==> config.mk <==
export PLATFORM = sky130hd
export DESIGN_NAME = ycbcr_to_bgr_pixel_converter_flat
export DESIGN_NICKNAME = d
export VERILOG_FILES = /design/src/hdl/ycc2bgr_pkg.sv /design/src/hdl/ycc2bgr_if.sv /design/src/hdl/ycc2bgr_front.sv /design/src/hdl/ycc2bgr_mult.sv /design/src/hdl/ycc2bgr_sum.sv /design/src/hdl/ycc2bgr_clamp.sv /design/src/hdl/ycbcr_to_bgr_pixel_converter.sv /design/src/flat_wrapper.sv
export SDC_FILE = /design/constraint.sdc
export NUM_CORES = 2
export LEC_CHECK = 0
export ABC_AREA = 1
export BUFFER_PORTS_ARGS = -buffer_cell sky130_fd_sc_hd__buf_2
export CAP_MARGIN = 20
export CORE_UTILIZATION = 25
export DETAILED_ROUTE_END_ITERATION = 8
export PLACE_DENSITY_LB_ADDON = 0.3
export SLEW_MARGIN = 20
export SYNTH_ARGS = -nofsm -noshare
export SYNTH_HDL_FRONTEND = slang
export SYNTH_HIERARCHICAL = 1
export SYNTH_SLANG_ARGS = --single-unit
export TNS_END_PERCENT = 1
==> constraint.sdc <==
create_clock -name clk -period 26.7 [get_ports clk]
set_input_delay 1.335 -clock clk [delete_from_list [all_inputs] [get_ports clk]]
set_output_delay 1.335 -clock clk [all_outputs]
set_load 0.005 [all_outputs]
==> src/hdl/ycc2bgr_pkg.sv <==
package ycc2bgr_pkg;

	localparam int unsigned BYTE_W  = 8;
	localparam int unsigned CHR_W   = 9;   // centered chroma, signed
	localparam int unsigned COEF_W  = 18;  // unsigned Q16 coefficient
	localparam int unsigned LUMA_W  = 26;  // scaled luma, signed Q16
	localparam int unsigned ACC_W   = 28;  // products and sums, signed Q16
	localparam int unsigned FRAC_W  = 16;
	localparam int unsigned IDX_W   = 2;
	localparam int unsigned CFG_W   = 2;

	localparam logic [16:0] LUMA_GAIN = 17'd76309;  // 65536 * 255/219
	localparam logic [BYTE_W-1:0] LUMA_OFS = 8'd16;
	localparam logic [BYTE_W-1:0] CHR_MID  = 8'd128;
	localparam logic [ACC_W-1:0] HALF_LSB = ACC_W'(32768);

	typedef enum logic [1:0] {
		FMT_NV12  = 2'd0,
		FMT_NV21  = 2'd1,
		FMT_RGB24 = 2'd2,
		FMT_BGR24 = 2'd3
	} fmt_t;

	localparam logic [IDX_W-1:0] REG_IN_FMT             = 2'd0;
	localparam logic [IDX_W-1:0] REG_COLOR_MATRIX       = 2'd1;
	localparam logic [IDX_W-1:0] REG_QUANTIZATION_RANGE = 2'd2;

	typedef struct packed {
		fmt_t in_fmt;
		logic color_matrix;
		logic quantization_range;
	} cfg_t;

	typedef struct packed {
		logic [BYTE_W-1:0] sample_first;
		logic [BYTE_W-1:0] sample_second;
		logic [BYTE_W-1:0] sample_third;
	} pix_t;

	typedef struct packed {
		logic [BYTE_W-1:0] blue;
		logic [BYTE_W-1:0] green;
		logic [BYTE_W-1:0] red;
	} bgr_t;

	typedef struct packed {
		logic [COEF_W-1:0] kb;
		logic [COEF_W-1:0] kgu;
		logic [COEF_W-1:0] kgv;
		logic [COEF_W-1:0] kr;
	} coef_t;

	// after front stage: centered chroma, scaled luma, chosen coefficients
	typedef struct packed {
		logic                     bypass;
		bgr_t                     raw;
		logic signed [LUMA_W-1:0] lum;
		logic signed [CHR_W-1:0]  cu;
		logic signed [CHR_W-1:0]  cv;
		coef_t                    coef;
	} front_t;

	typedef struct packed {
		logic                     bypass;
		bgr_t                     raw;
		logic signed [LUMA_W-1:0] lum;
		logic signed [ACC_W-1:0]  pb;
		logic signed [ACC_W-1:0]  pgu;
		logic signed [ACC_W-1:0]  pgv;
		logic signed [ACC_W-1:0]  pr;
	} prod_t;

	typedef struct packed {
		logic                    bypass;
		bgr_t                    raw;
		logic signed [ACC_W-1:0] sb;
		logic signed [ACC_W-1:0] sg;
		logic signed [ACC_W-1:0] sr;
	} sum_t;

	// Q16 chroma coefficients; limited range folds in the 255/224 gain
	function automatic coef_t coef_lookup(input logic matrix, input logic limited);
		coef_t c;
		unique case ({matrix, limited})
			2'b00: c = '{kb: 18'd116130, kgu: 18'd22553, kgv: 18'd46802, kr: 18'd91881};
			2'b01: c = '{kb: 18'd132201, kgu: 18'd25675, kgv: 18'd53279, kr: 18'd104597};
			2'b10: c = '{kb: 18'd121609, kgu: 18'd12276, kgv: 18'd30679, kr: 18'd103206};
			2'b11: c = '{kb: 18'd138438, kgu: 18'd13975, kgv: 18'd34925, kr: 18'd117489};
			default: c = '0;
		endcase
		return c;
	endfunction

endpackage

==> src/hdl/ycc2bgr_if.sv <==
interface ycc2bgr_in_if;
	logic                          valid;
	logic                          ready;
	logic [ycc2bgr_pkg::BYTE_W-1:0] sample_first;
	logic [ycc2bgr_pkg::BYTE_W-1:0] sample_second;
	logic [ycc2bgr_pkg::BYTE_W-1:0] sample_third;

	modport source(output valid, sample_first, sample_second, sample_third, input ready);
	modport sink(input valid, sample_first, sample_second, sample_third, output ready);
endinterface

interface ycc2bgr_out_if;
	logic                          valid;
	logic                          ready;
	logic [ycc2bgr_pkg::BYTE_W-1:0] blue;
	logic [ycc2bgr_pkg::BYTE_W-1:0] green;
	logic [ycc2bgr_pkg::BYTE_W-1:0] red;

	modport source(output valid, blue, green, red, input ready);
	modport sink(input valid, blue, green, red, output ready);
endinterface

==> src/hdl/ycc2bgr_front.sv <==
module ycc2bgr_front (
	input  logic                 clk,
	input  logic                 arst_n,
	input  ycc2bgr_pkg::cfg_t    cfg,
	input  logic                 in_valid,
	output logic                 in_ready,
	input  ycc2bgr_pkg::pix_t    pix,
	output logic                 out_valid,
	input  logic                 out_ready,
	output ycc2bgr_pkg::front_t  out_data
);

	logic                 valid_s1;
	ycc2bgr_pkg::front_t  data_s1;
	ycc2bgr_pkg::front_t  nxt;
	logic [ycc2bgr_pkg::BYTE_W-1:0] ub;
	logic [ycc2bgr_pkg::BYTE_W-1:0] vb;
	logic signed [ycc2bgr_pkg::CHR_W-1:0] y_ofs;

	assign in_ready = !valid_s1 || out_ready;

	always_comb begin
		nxt = '0;
		ub  = pix.sample_second;
		vb  = pix.sample_third;
		unique case (cfg.in_fmt)
			ycc2bgr_pkg::FMT_NV12: begin
				nxt.bypass = 1'b0;
			end
			ycc2bgr_pkg::FMT_NV21: begin
				nxt.bypass = 1'b0;
				ub = pix.sample_third;
				vb = pix.sample_second;
			end
			ycc2bgr_pkg::FMT_RGB24: begin
				nxt.bypass = 1'b1;
				nxt.raw = '{blue: pix.sample_third, green: pix.sample_second,
					red: pix.sample_first};
			end
			ycc2bgr_pkg::FMT_BGR24: begin
				nxt.bypass = 1'b1;
				nxt.raw = '{blue: pix.sample_first, green: pix.sample_second,
					red: pix.sample_third};
			end
			default: nxt.bypass = 1'b1;
		endcase
		nxt.cu = $signed({1'b0, ub}) - $signed({1'b0, ycc2bgr_pkg::CHR_MID});
		nxt.cv = $signed({1'b0, vb}) - $signed({1'b0, ycc2bgr_pkg::CHR_MID});
		y_ofs  = $signed({1'b0, pix.sample_first}) - $signed({1'b0, ycc2bgr_pkg::LUMA_OFS});
		if (cfg.quantization_range) begin
			nxt.lum = ycc2bgr_pkg::LUMA_W'(y_ofs * $signed({1'b0, ycc2bgr_pkg::LUMA_GAIN}));
		end else begin
			nxt.lum = $signed(ycc2bgr_pkg::LUMA_W'({pix.sample_first,
				ycc2bgr_pkg::FRAC_W'(0)}));
		end
		nxt.coef = ycc2bgr_pkg::coef_lookup(cfg.color_matrix, cfg.quantization_range);
	end

	always_ff @(posedge clk or negedge arst_n) begin
		if (!arst_n) begin
			valid_s1 <= 1'b0;
		end else if (in_ready) begin
			valid_s1 <= in_valid;
		end
	end

	always_ff @(posedge clk) begin
		if (in_ready && in_valid) begin
			data_s1 <= nxt;
		end
	end

	assign out_valid = valid_s1;
	assign out_data  = data_s1;

endmodule

==> src/hdl/ycc2bgr_mult.sv <==
module ycc2bgr_mult (
	input  logic                 clk,
	input  logic                 arst_n,
	input  logic                 in_valid,
	output logic                 in_ready,
	input  ycc2bgr_pkg::front_t  in_data,
	output logic                 out_valid,
	input  logic                 out_ready,
	output ycc2bgr_pkg::prod_t   out_data
);

	logic               valid_s2;
	ycc2bgr_pkg::prod_t data_s2;
	ycc2bgr_pkg::prod_t nxt;

	function automatic logic signed [ycc2bgr_pkg::ACC_W-1:0] scale(
		input logic [ycc2bgr_pkg::COEF_W-1:0] k,
		input logic signed [ycc2bgr_pkg::CHR_W-1:0] c
	);
		logic signed [ycc2bgr_pkg::ACC_W-1:0] ks;
		logic signed [ycc2bgr_pkg::ACC_W-1:0] cs;
		ks = $signed(ycc2bgr_pkg::ACC_W'(k));
		cs = ycc2bgr_pkg::ACC_W'(c);
		return ks * cs;
	endfunction

	assign in_ready = !valid_s2 || out_ready;

	always_comb begin
		nxt.bypass = in_data.bypass;
		nxt.raw    = in_data.raw;
		nxt.lum    = in_data.lum;
		nxt.pb     = scale(in_data.coef.kb, in_data.cu);
		nxt.pgu    = scale(in_data.coef.kgu, in_data.cu);
		nxt.pgv    = scale(in_data.coef.kgv, in_data.cv);
		nxt.pr     = scale(in_data.coef.kr, in_data.cv);
	end

	always_ff @(posedge clk or negedge arst_n) begin
		if (!arst_n) begin
			valid_s2 <= 1'b0;
		end else if (in_ready) begin
			valid_s2 <= in_valid;
		end
	end

	always_ff @(posedge clk) begin
		if (in_ready && in_valid) begin
			data_s2 <= nxt;
		end
	end

	assign out_valid = valid_s2;
	assign out_data  = data_s2;

endmodule

==> src/hdl/ycc2bgr_sum.sv <==
module ycc2bgr_sum (
	input  logic                clk,
	input  logic                arst_n,
	input  logic                in_valid,
	output logic                in_ready,
	input  ycc2bgr_pkg::prod_t  in_data,
	output logic                out_valid,
	input  logic                out_ready,
	output ycc2bgr_pkg::sum_t   out_data
);

	logic                                 valid_s3;
	ycc2bgr_pkg::sum_t                    data_s3;
	ycc2bgr_pkg::sum_t                    nxt;
	logic signed [ycc2bgr_pkg::ACC_W-1:0] lum_x;

	assign in_ready = !valid_s3 || out_ready;

	always_comb begin
		lum_x      = ycc2bgr_pkg::ACC_W'(in_data.lum);
		nxt.bypass = in_data.bypass;
		nxt.raw    = in_data.raw;
		nxt.sb     = lum_x + in_data.pb;
		nxt.sg     = lum_x - in_data.pgu - in_data.pgv;
		nxt.sr     = lum_x + in_data.pr;
	end

	always_ff @(posedge clk or negedge arst_n) begin
		if (!arst_n) begin
			valid_s3 <= 1'b0;
		end else if (in_ready) begin
			valid_s3 <= in_valid;
		end
	end

	always_ff @(posedge clk) begin
		if (in_ready && in_valid) begin
			data_s3 <= nxt;
		end
	end

	assign out_valid = valid_s3;
	assign out_data  = data_s3;

endmodule

==> src/hdl/ycc2bgr_clamp.sv <==
module ycc2bgr_clamp (
	input  logic               clk,
	input  logic               arst_n,
	input  logic               in_valid,
	output logic               in_ready,
	input  ycc2bgr_pkg::sum_t  in_data,
	output logic               out_valid,
	input  logic               out_ready,
	output ycc2bgr_pkg::bgr_t  out_data
);

	logic              valid_s4;
	ycc2bgr_pkg::bgr_t data_s4;
	ycc2bgr_pkg::bgr_t nxt;

	// round half up, then clamp to a byte
	function automatic logic [ycc2bgr_pkg::BYTE_W-1:0] to_byte(
		input logic signed [ycc2bgr_pkg::ACC_W-1:0] acc
	);
		logic [ycc2bgr_pkg::ACC_W-1:0] v;
		logic [ycc2bgr_pkg::BYTE_W-1:0] b;
		v = acc + ycc2bgr_pkg::HALF_LSB;
		if (v[ycc2bgr_pkg::ACC_W-1]) begin
			b = '0;
		end else if (|v[ycc2bgr_pkg::ACC_W-2:ycc2bgr_pkg::FRAC_W+ycc2bgr_pkg::BYTE_W]) begin
			b = '1;
		end else begin
			b = v[ycc2bgr_pkg::FRAC_W+ycc2bgr_pkg::BYTE_W-1:ycc2bgr_pkg::FRAC_W];
		end
		return b;
	endfunction

	assign in_ready = !valid_s4 || out_ready;

	always_comb begin
		if (in_data.bypass) begin
			nxt = in_data.raw;
		end else begin
			nxt.blue  = to_byte(in_data.sb);
			nxt.green = to_byte(in_data.sg);
			nxt.red   = to_byte(in_data.sr);
		end
	end

	always_ff @(posedge clk or negedge arst_n) begin
		if (!arst_n) begin
			valid_s4 <= 1'b0;
		end else if (in_ready) begin
			valid_s4 <= in_valid;
		end
	end

	always_ff @(posedge clk) begin
		if (in_ready && in_valid) begin
			data_s4 <= nxt;
		end
	end

	assign out_valid = valid_s4;
	assign out_data  = data_s4;

endmodule

==> src/hdl/ycbcr_to_bgr_pixel_converter.sv <==
// An accepted input request reaches the output through four register stages
// (format select and luma scale, chroma multiplies, matrix sums, round and
// clamp), each moving on its own; one pixel per cycle unless the output stalls.
// A stall at the output backs up stage by stage; bubbles are squeezed out.
// Reset (arst_n low) clears all stage valid bits and the format, matrix and
// range registers to NV12, BT.601, full range.
module ycbcr_to_bgr_pixel_converter (
	input  logic                             clk,
	input  logic                             arst_n,
	input  logic                             cfg_we,
	input  logic [ycc2bgr_pkg::IDX_W-1:0]    cfg_index,
	input  logic [ycc2bgr_pkg::CFG_W-1:0]    cfg_data,
	ycc2bgr_in_if.sink                       pix_in,
	ycc2bgr_out_if.source                    pix_out
);

	ycc2bgr_pkg::cfg_t   cfg_q;
	ycc2bgr_pkg::pix_t   pix;
	ycc2bgr_pkg::front_t front_d;
	ycc2bgr_pkg::prod_t  prod_d;
	ycc2bgr_pkg::sum_t   sum_d;
	ycc2bgr_pkg::bgr_t   bgr_d;
	logic v1, r1, v2, r2, v3, r3;

	always_ff @(posedge clk or negedge arst_n) begin
		if (!arst_n) begin
			cfg_q <= '{in_fmt: ycc2bgr_pkg::FMT_NV12, color_matrix: 1'b0,
				quantization_range: 1'b0};
		end else if (cfg_we) begin
			unique case (cfg_index)
				ycc2bgr_pkg::REG_IN_FMT:
					cfg_q.in_fmt <= ycc2bgr_pkg::fmt_t'(cfg_data[1:0]);
				ycc2bgr_pkg::REG_COLOR_MATRIX:
					cfg_q.color_matrix <= cfg_data[0];
				ycc2bgr_pkg::REG_QUANTIZATION_RANGE:
					cfg_q.quantization_range <= cfg_data[0];
				default: ;
			endcase
		end
	end

	assign pix = '{sample_first: pix_in.sample_first, sample_second: pix_in.sample_second,
		sample_third: pix_in.sample_third};

	ycc2bgr_front u_front (
		.clk      (clk),
		.arst_n   (arst_n),
		.cfg      (cfg_q),
		.in_valid (pix_in.valid),
		.in_ready (pix_in.ready),
		.pix      (pix),
		.out_valid(v1),
		.out_ready(r1),
		.out_data (front_d)
	);

	ycc2bgr_mult u_mult (
		.clk      (clk),
		.arst_n   (arst_n),
		.in_valid (v1),
		.in_ready (r1),
		.in_data  (front_d),
		.out_valid(v2),
		.out_ready(r2),
		.out_data (prod_d)
	);

	ycc2bgr_sum u_sum (
		.clk      (clk),
		.arst_n   (arst_n),
		.in_valid (v2),
		.in_ready (r2),
		.in_data  (prod_d),
		.out_valid(v3),
		.out_ready(r3),
		.out_data (sum_d)
	);

	ycc2bgr_clamp u_clamp (
		.clk      (clk),
		.arst_n   (arst_n),
		.in_valid (v3),
		.in_ready (r3),
		.in_data  (sum_d),
		.out_valid(pix_out.valid),
		.out_ready(pix_out.ready),
		.out_data (bgr_d)
	);

	assign pix_out.blue  = bgr_d.blue;
	assign pix_out.green = bgr_d.green;
	assign pix_out.red   = bgr_d.red;

endmodule

==> src/flat_wrapper.sv <==
// flat-port wrapper written by rule: the top's interface ports become plain ports
module ycbcr_to_bgr_pixel_converter_flat 
  (clk, arst_n, cfg_we, cfg_index, cfg_data, pix_in_valid, pix_in_sample_first, pix_in_sample_second, pix_in_sample_third, pix_in_ready, pix_out_valid, pix_out_blue, pix_out_green, pix_out_red, pix_out_ready);
  ycc2bgr_in_if pix_in_i ();
  ycc2bgr_out_if pix_out_i ();
  input  logic clk;
  input  logic arst_n;
  input  logic cfg_we;
  input  logic [ycc2bgr_pkg::IDX_W-1:0] cfg_index;
  input  logic [ycc2bgr_pkg::CFG_W-1:0] cfg_data;
  input wire logic [$bits(pix_in_i.valid)-1:0] pix_in_valid;
  input wire logic [$bits(pix_in_i.sample_first)-1:0] pix_in_sample_first;
  input wire logic [$bits(pix_in_i.sample_second)-1:0] pix_in_sample_second;
  input wire logic [$bits(pix_in_i.sample_third)-1:0] pix_in_sample_third;
  output wire logic [$bits(pix_in_i.ready)-1:0] pix_in_ready;
  output wire logic [$bits(pix_out_i.valid)-1:0] pix_out_valid;
  output wire logic [$bits(pix_out_i.blue)-1:0] pix_out_blue;
  output wire logic [$bits(pix_out_i.green)-1:0] pix_out_green;
  output wire logic [$bits(pix_out_i.red)-1:0] pix_out_red;
  input wire logic [$bits(pix_out_i.ready)-1:0] pix_out_ready;
  assign pix_in_i.valid = pix_in_valid;
  assign pix_in_i.sample_first = pix_in_sample_first;
  assign pix_in_i.sample_second = pix_in_sample_second;
  assign pix_in_i.sample_third = pix_in_sample_third;
  assign pix_in_ready = pix_in_i.ready;
  assign pix_out_valid = pix_out_i.valid;
  assign pix_out_blue = pix_out_i.blue;
  assign pix_out_green = pix_out_i.green;
  assign pix_out_red = pix_out_i.red;
  assign pix_out_i.ready = pix_out_ready;
  ycbcr_to_bgr_pixel_converter u_core (.clk(clk), .arst_n(arst_n), .cfg_we(cfg_we), .cfg_index(cfg_index), .cfg_data(cfg_data), .pix_in(pix_in_i), .pix_out(pix_out_i));
endmodule
Word level (Yosys, flattened, before mapping) --
Cells that the tools add are included. Widths: inputs -> output; s select.
Storage, ports and cells: flip-flop bits (word level) 445, output and inout port bits 26, bits of input ports 33, logic and storage cells 97
Cells by class: multipliers 5, add/sub/neg operators 10, reduce and logical (&&, ||, !) cells 23, multiplexer cells 13, equality and inequality tests 8
Operator list (count):
- $pmux 72 s4 | 1
- $mul 19x9->28 | 4
- $add 28x16->28 const B | 3
- $mux 8 | 8
- $add 26x28->28 | 2
- $mux 24 | 2
- $pmux 24 s2 | 1
- $sub 26x28->28 | 1
- $sub 28x28->28 | 1
- $mul 9x18->26 const B | 1
- $sub 8x8->9 const B | 2
- $eq 2x2->1 const B | 5
- $reduce_or 3->1 | 3
- $sub 8x5->9 const B | 1
- $eq 2x1->1 const B | 3
- $logic_not 2->1 | 3
- $reduce_and 2->1 | 3
- $logic_and 1x1->1 | 4
- $logic_not 1->1 | 4
- $logic_or 1x1->1 | 4
- $reduce_or 2->1 | 2
- $pmux 1 s2 | 1

Depth between registers and ports, before layout --
depth in word-level cells 6, depth in mapped cells 24

Cells and area by module --
Netlist, hierarchy kept.
Modules (own cells, without submodules):
- ycc2bgr_mult | area each 28479.8 um2, sequential area each 4919.7 um2, cells each 3611, times used 1
- ycc2bgr_sum | area each 10178.5 um2, sequential area each 3298.2 um2, cells each 1411, times used 1
- ycc2bgr_front | area each 6272.3 um2, sequential area each 2427.3 um2, cells each 666, times used 1
- ycc2bgr_clamp | area each 2097.0 um2, sequential area each 745.7 um2, cells each 296, times used 1
- ycbcr_to_bgr_pixel_converter | area each 182.7 um2, sequential area each 100.1 um2, cells each 22, times used 1

Worst setup path after synthesis --
No wires, ideal clock.
path type input to register, start point input pix_out_ready, end point register u_core.u_mult.data_s2 (netlist bit u_core/u_mult/out_data[0]) (enable), stages on the path 6, arrival time 9392 ps, path slack 16569 ps, setup time 739 ps, cells stage by stage inv_1 -> nand2_1 -> inv_1 -> nand2_1 -> inv_1 -> a21oi_1
Between the ends: word-level cells in the longest chain between the ends 4
RTL lines:
- start: declaration | RTL line flat_wrapper.sv:20 | input wire logic [$bits(pix_out_i.ready)-1:0] pix_out_ready;
- $logic_or 1x1->1 | RTL line ycc2bgr_clamp.sv:33 | assign in_ready = !valid_s4 || out_ready;
- named net u_core.r3 | RTL line ycbcr_to_bgr_pixel_converter.sv:23 | logic v1, r1, v2, r2, v3, r3;
- $logic_or 1x1->1 | RTL line ycc2bgr_sum.sv:17 | assign in_ready = !valid_s3 || out_ready;
- named net u_core.r2 | RTL line ycbcr_to_bgr_pixel_converter.sv:23
- $logic_or 1x1->1 | RTL line ycc2bgr_mult.sv:27 | assign in_ready = !valid_s2 || out_ready;
- $logic_and 1x1->1 | RTL line ycc2bgr_mult.sv:48 | if (in_ready && in_valid) begin
- end signal: assignment | RTL line ycc2bgr_mult.sv:49 | data_s2 <= nxt;
- end: declaration | RTL line ycc2bgr_mult.sv:13 | ycc2bgr_pkg::prod_t data_s2;
The timed path passes the listed nets, and every way through them passes these cells. A chain may end at the register's enable or synchronous reset.

Worst setup path in the final report --
start point input pix_in_sample_first[4], end point register u_core.u_front.data_s1 (netlist bit u_core/u_front/out_data[114]), data pin
Between the ends: word-level cells in the longest chain between the ends 2
RTL lines:
- start: declaration | RTL line flat_wrapper.sv:12 | input wire logic [$bits(pix_in_i.sample_first)-1:0] pix_in_sample_first;
- $sub 8x5->9 | RTL line ycc2bgr_front.sv:49 | y_ofs = $signed({1'b0, pix.sample_first}) - $signed({1'b0, ycc2bgr_pkg::LUMA_OFS});
- $mul 9x18->26 | RTL line ycc2bgr_front.sv:51 | nxt.lum = ycc2bgr_pkg::LUMA_W'(y_ofs * $signed({1'b0, ycc2bgr_pkg::LUMA_GAIN}));
- end signal: assignment | RTL line ycc2bgr_front.sv:69 | data_s1 <= nxt;
- end: declaration | RTL line ycc2bgr_front.sv:14 | ycc2bgr_pkg::front_t data_s1;
No other way between the ends.

==> results.sh <==
export IMPL_fin_crit_ps=5755
export IMPL_hold_start="u_core/u_front/out_data[94]"
export IMPL_viasPerCell=4.254
export IMPL_crit_buf_inv=3
export IMPL_clockBufferDepth=3
export IMPL_status="finished clean"
export IMPL_finalWorstSetupSlack_ps=20940
export IMPL_postCtsHoldBufs=0
export IMPL_placementRows=156
export IMPL_grt_max_degree=77
export IMPL_synth_area_mm2=0.04545
export IMPL_area_growth_pct=8.895
export IMPL_detail_route_antenna_nets=0
export IMPL_antenna_found_initial=10
export IMPL_grt_met3_usage=0.01032
export IMPL_hold_class="flop to flop"
export IMPL_finalSetupTns_ps=0
export IMPL_cap_viol_max_count=0
export IMPL_drt_iter0_drc=2118
export IMPL_critPathTopFamily="adder cells"
export IMPL_r2r_start="u_core/u_front/out_data[63]"
export IMPL_finalSetupViolations=0
export IMPL_start_util=0.2515
export IMPL_use_met2=0.2420
export IMPL_postCtsSetupRepairBufs=0
export IMPL_hold_violations=0
export IMPL_dieArea_mm2=0.1835
export IMPL_r2r_cells=21
export IMPL_crit_slowest_cell="fa_1"
export IMPL_grt_pass1_vias=35630
export IMPL_die_h_um=428.4
export IMPL_drive_gt1_frac=0.06427
export IMPL_first_pass_iters=6
export IMPL_slew_viol_final=0
export IMPL_clk_latency_ps=600
export IMPL_rsz0062_at_grt="false"
export IMPL_min_path_cells=0
export IMPL_io_pins=59
export IMPL_routed_wl_um=124700
export IMPL_nets=6849
export IMPL_die_width_um=428.4
export IMPL_dpl_cell_area_mm2=0.04809
export IMPL_tightest_slew_ps=1029
export IMPL_synthCells=5908
export IMPL_wl_per_cell_um=15.10
export IMPL_cts_buffers=40
export IMPL_fin_worst_skew_ps=25.55
export IMPL_yosysWarnings=6
export IMPL_crit_fanout=9
export IMPL_grt_ovfl_total=0
export IMPL_cts_htree_levels=2
export IMPL_reg2reg_to="u_core/u_mult/out_data[77]"
export IMPL_hold_path_end="u_core/u_mult/out_data[116]"
export IMPL_path_clk_slew_ps=60
export IMPL_fmax_ghz=0.1737
export IMPL_place_congestion=0.8959
export IMPL_dp_slack_ps=20340
export IMPL_cp_required_ps=27050
export IMPL_drc=0
export IMPL_root_buffer="clkbuf_16"
export IMPL_syn_area_per_cell_um2=7.693
export IMPL_grt_pass1_wl_um=199500
export IMPL_fillers=19710
export IMPL_clock_sinks=339
export IMPL_gr_usage_met1=0.1817
export IMPL_grt_busiest_layer="met2"
export IMPL_crit_type="input port to flop"
export IMPL_routed_via_count=35110
export IMPL_design_area_mm2=0.04949
export IMPL_crit_chain="buf_2 > inv_1 > ha_1 > nand2_1 > nor2_1 > ha_1 > fa_1 > fa_1 > fa_1 > ha_1 > ha_1 > nand2_1 > inv_1 > nand2_1 > nor2_1 > nand3_1 > nand3_2 > nand2_1 > nand2_1 > nor2_2"
export IMPL_critPathLaunchType="input port"
export IMPL_worst_ep_arrival_time_ps=6110
export IMPL_r2r_slack_ps=21190
export IMPL_critPathMaxStageDelay_ps=590
export IMPL_post_cts_resized=0
export IMPL_crit_top_cell="nand2_1"
export IMPL_fin_crit_sh=0.2156
export IMPL_end_kind="flop"
export IMPL_coreArea_mm2=0.1807
export IMPL_dpl_hpwl_um=99210
export IMPL_grt_use_total=0.1376
export IMPL_relSlewSlack=0.3140
export IMPL_port_buffers=58
export IMPL_cts_tree="done"
stage by stage:
step / hold slack (ps) / util / std cells
5_1_grt: 422.0 / 0.2738 / 8251
2_1_floorplan: 400.3 / - / 5915
4_1_cts: 416.4 / 0.2738 / 8251
6_report: 416.4 / 0.2738 / 8254
3_3_place_gp: 400.6 / 0.2661 / 8177
3_5_place_dp: 404.5 / 0.2661 / 8177
state kept, by name, indices dropped and copies added, names as in the netlist:
signal                    count
u_core/cfg_q                  4
u_core/u_clamp/out_data      24
u_core/u_clamp/out_valid      1
u_core/u_front/out_data      80
u_core/u_front/out_valid      1
u_core/u_mult/out_data      163
u_core/u_mult/out_valid       1
u_core/u_sum/out_data        64
u_core/u_sum/out_valid        1
how the worst max path moves through the flow:
stage,start,endpoint,slack (ps),cells past startpoint
2_1_floorplan,pix_out_ready,u_core/u_mult/out_data[0],16570,6
3_3_place_gp,pix_in_sample_first[4],u_core/u_front/out_data[114],20330,20
3_5_place_dp,pix_in_sample_first[4],u_core/u_front/out_data[114],20340,20
4_1_cts,pix_in_sample_first[4],u_core/u_front/out_data[114],20980,22
5_1_grt,pix_in_sample_first[4],u_core/u_front/out_data[115],20650,20
6_report,pix_in_sample_first[4],u_core/u_front/out_data[114],20940,20
layer usage:
metal  routed length, µm  part of all wire
met5                   0                 0
met4                2823             0.023
met1               56740              0.46
met2               60590              0.49
met3                4512             0.036
worst register-to-register path, stage by stage (launching register included):
cell and delay [ps]:
edfxtp_1 640, buf_4 670, nand2_1 190, fa_1 560
inv_1 50, fa_1 450, ha_1 280, inv_1 50
fa_1 470, inv_1 40, ha_1 260, ha_1 230
inv_1 90, fa_1 460, inv_1 130, nand3_1 80
nand3_1 150, nand3_1 90, nand2_1 120, nand2_1 80
nand3_1 70, nand2_1 80
cell usage in the layout (no fill, tap or decap), drive strengths merged:
master,instances
or2,30
a21oi,122
inv,1424
nor3,24
diode,3
nand4,53
dfrtp,8
o21ai,18
fa,504
ha,463
bufinv,6
xor2,46
edfxtp,331
and2,9
nor2,339
nand3,245
xnor2,33
nand3b,15
o22ai,17
nand2,2002
clkinvlp,2
o21a,3
o21bai,6
conb,9
buf,109
clkinv,16
a21o,3
clkbuf,44
layout make-up:
class                           instances  area (µm²)  share of cell area
Timing Repair Buffer                  109       673.1             0.01360
Inverter                             1418        5323              0.1075
Clock buffer                           44        1037             0.02096
Clock inverter                         30       351.6            0.007104
Tap cell                             2370        2965             0.05992
Multi-Input combinational cell       3941       28990              0.5858
Antenna cell                            3       7.507           0.0001517
Sequential cell                       339       10140              0.2049
Power is not shown: default switching activity piles up to over one toggle a cycle in this logic, so the estimate is an artifact.
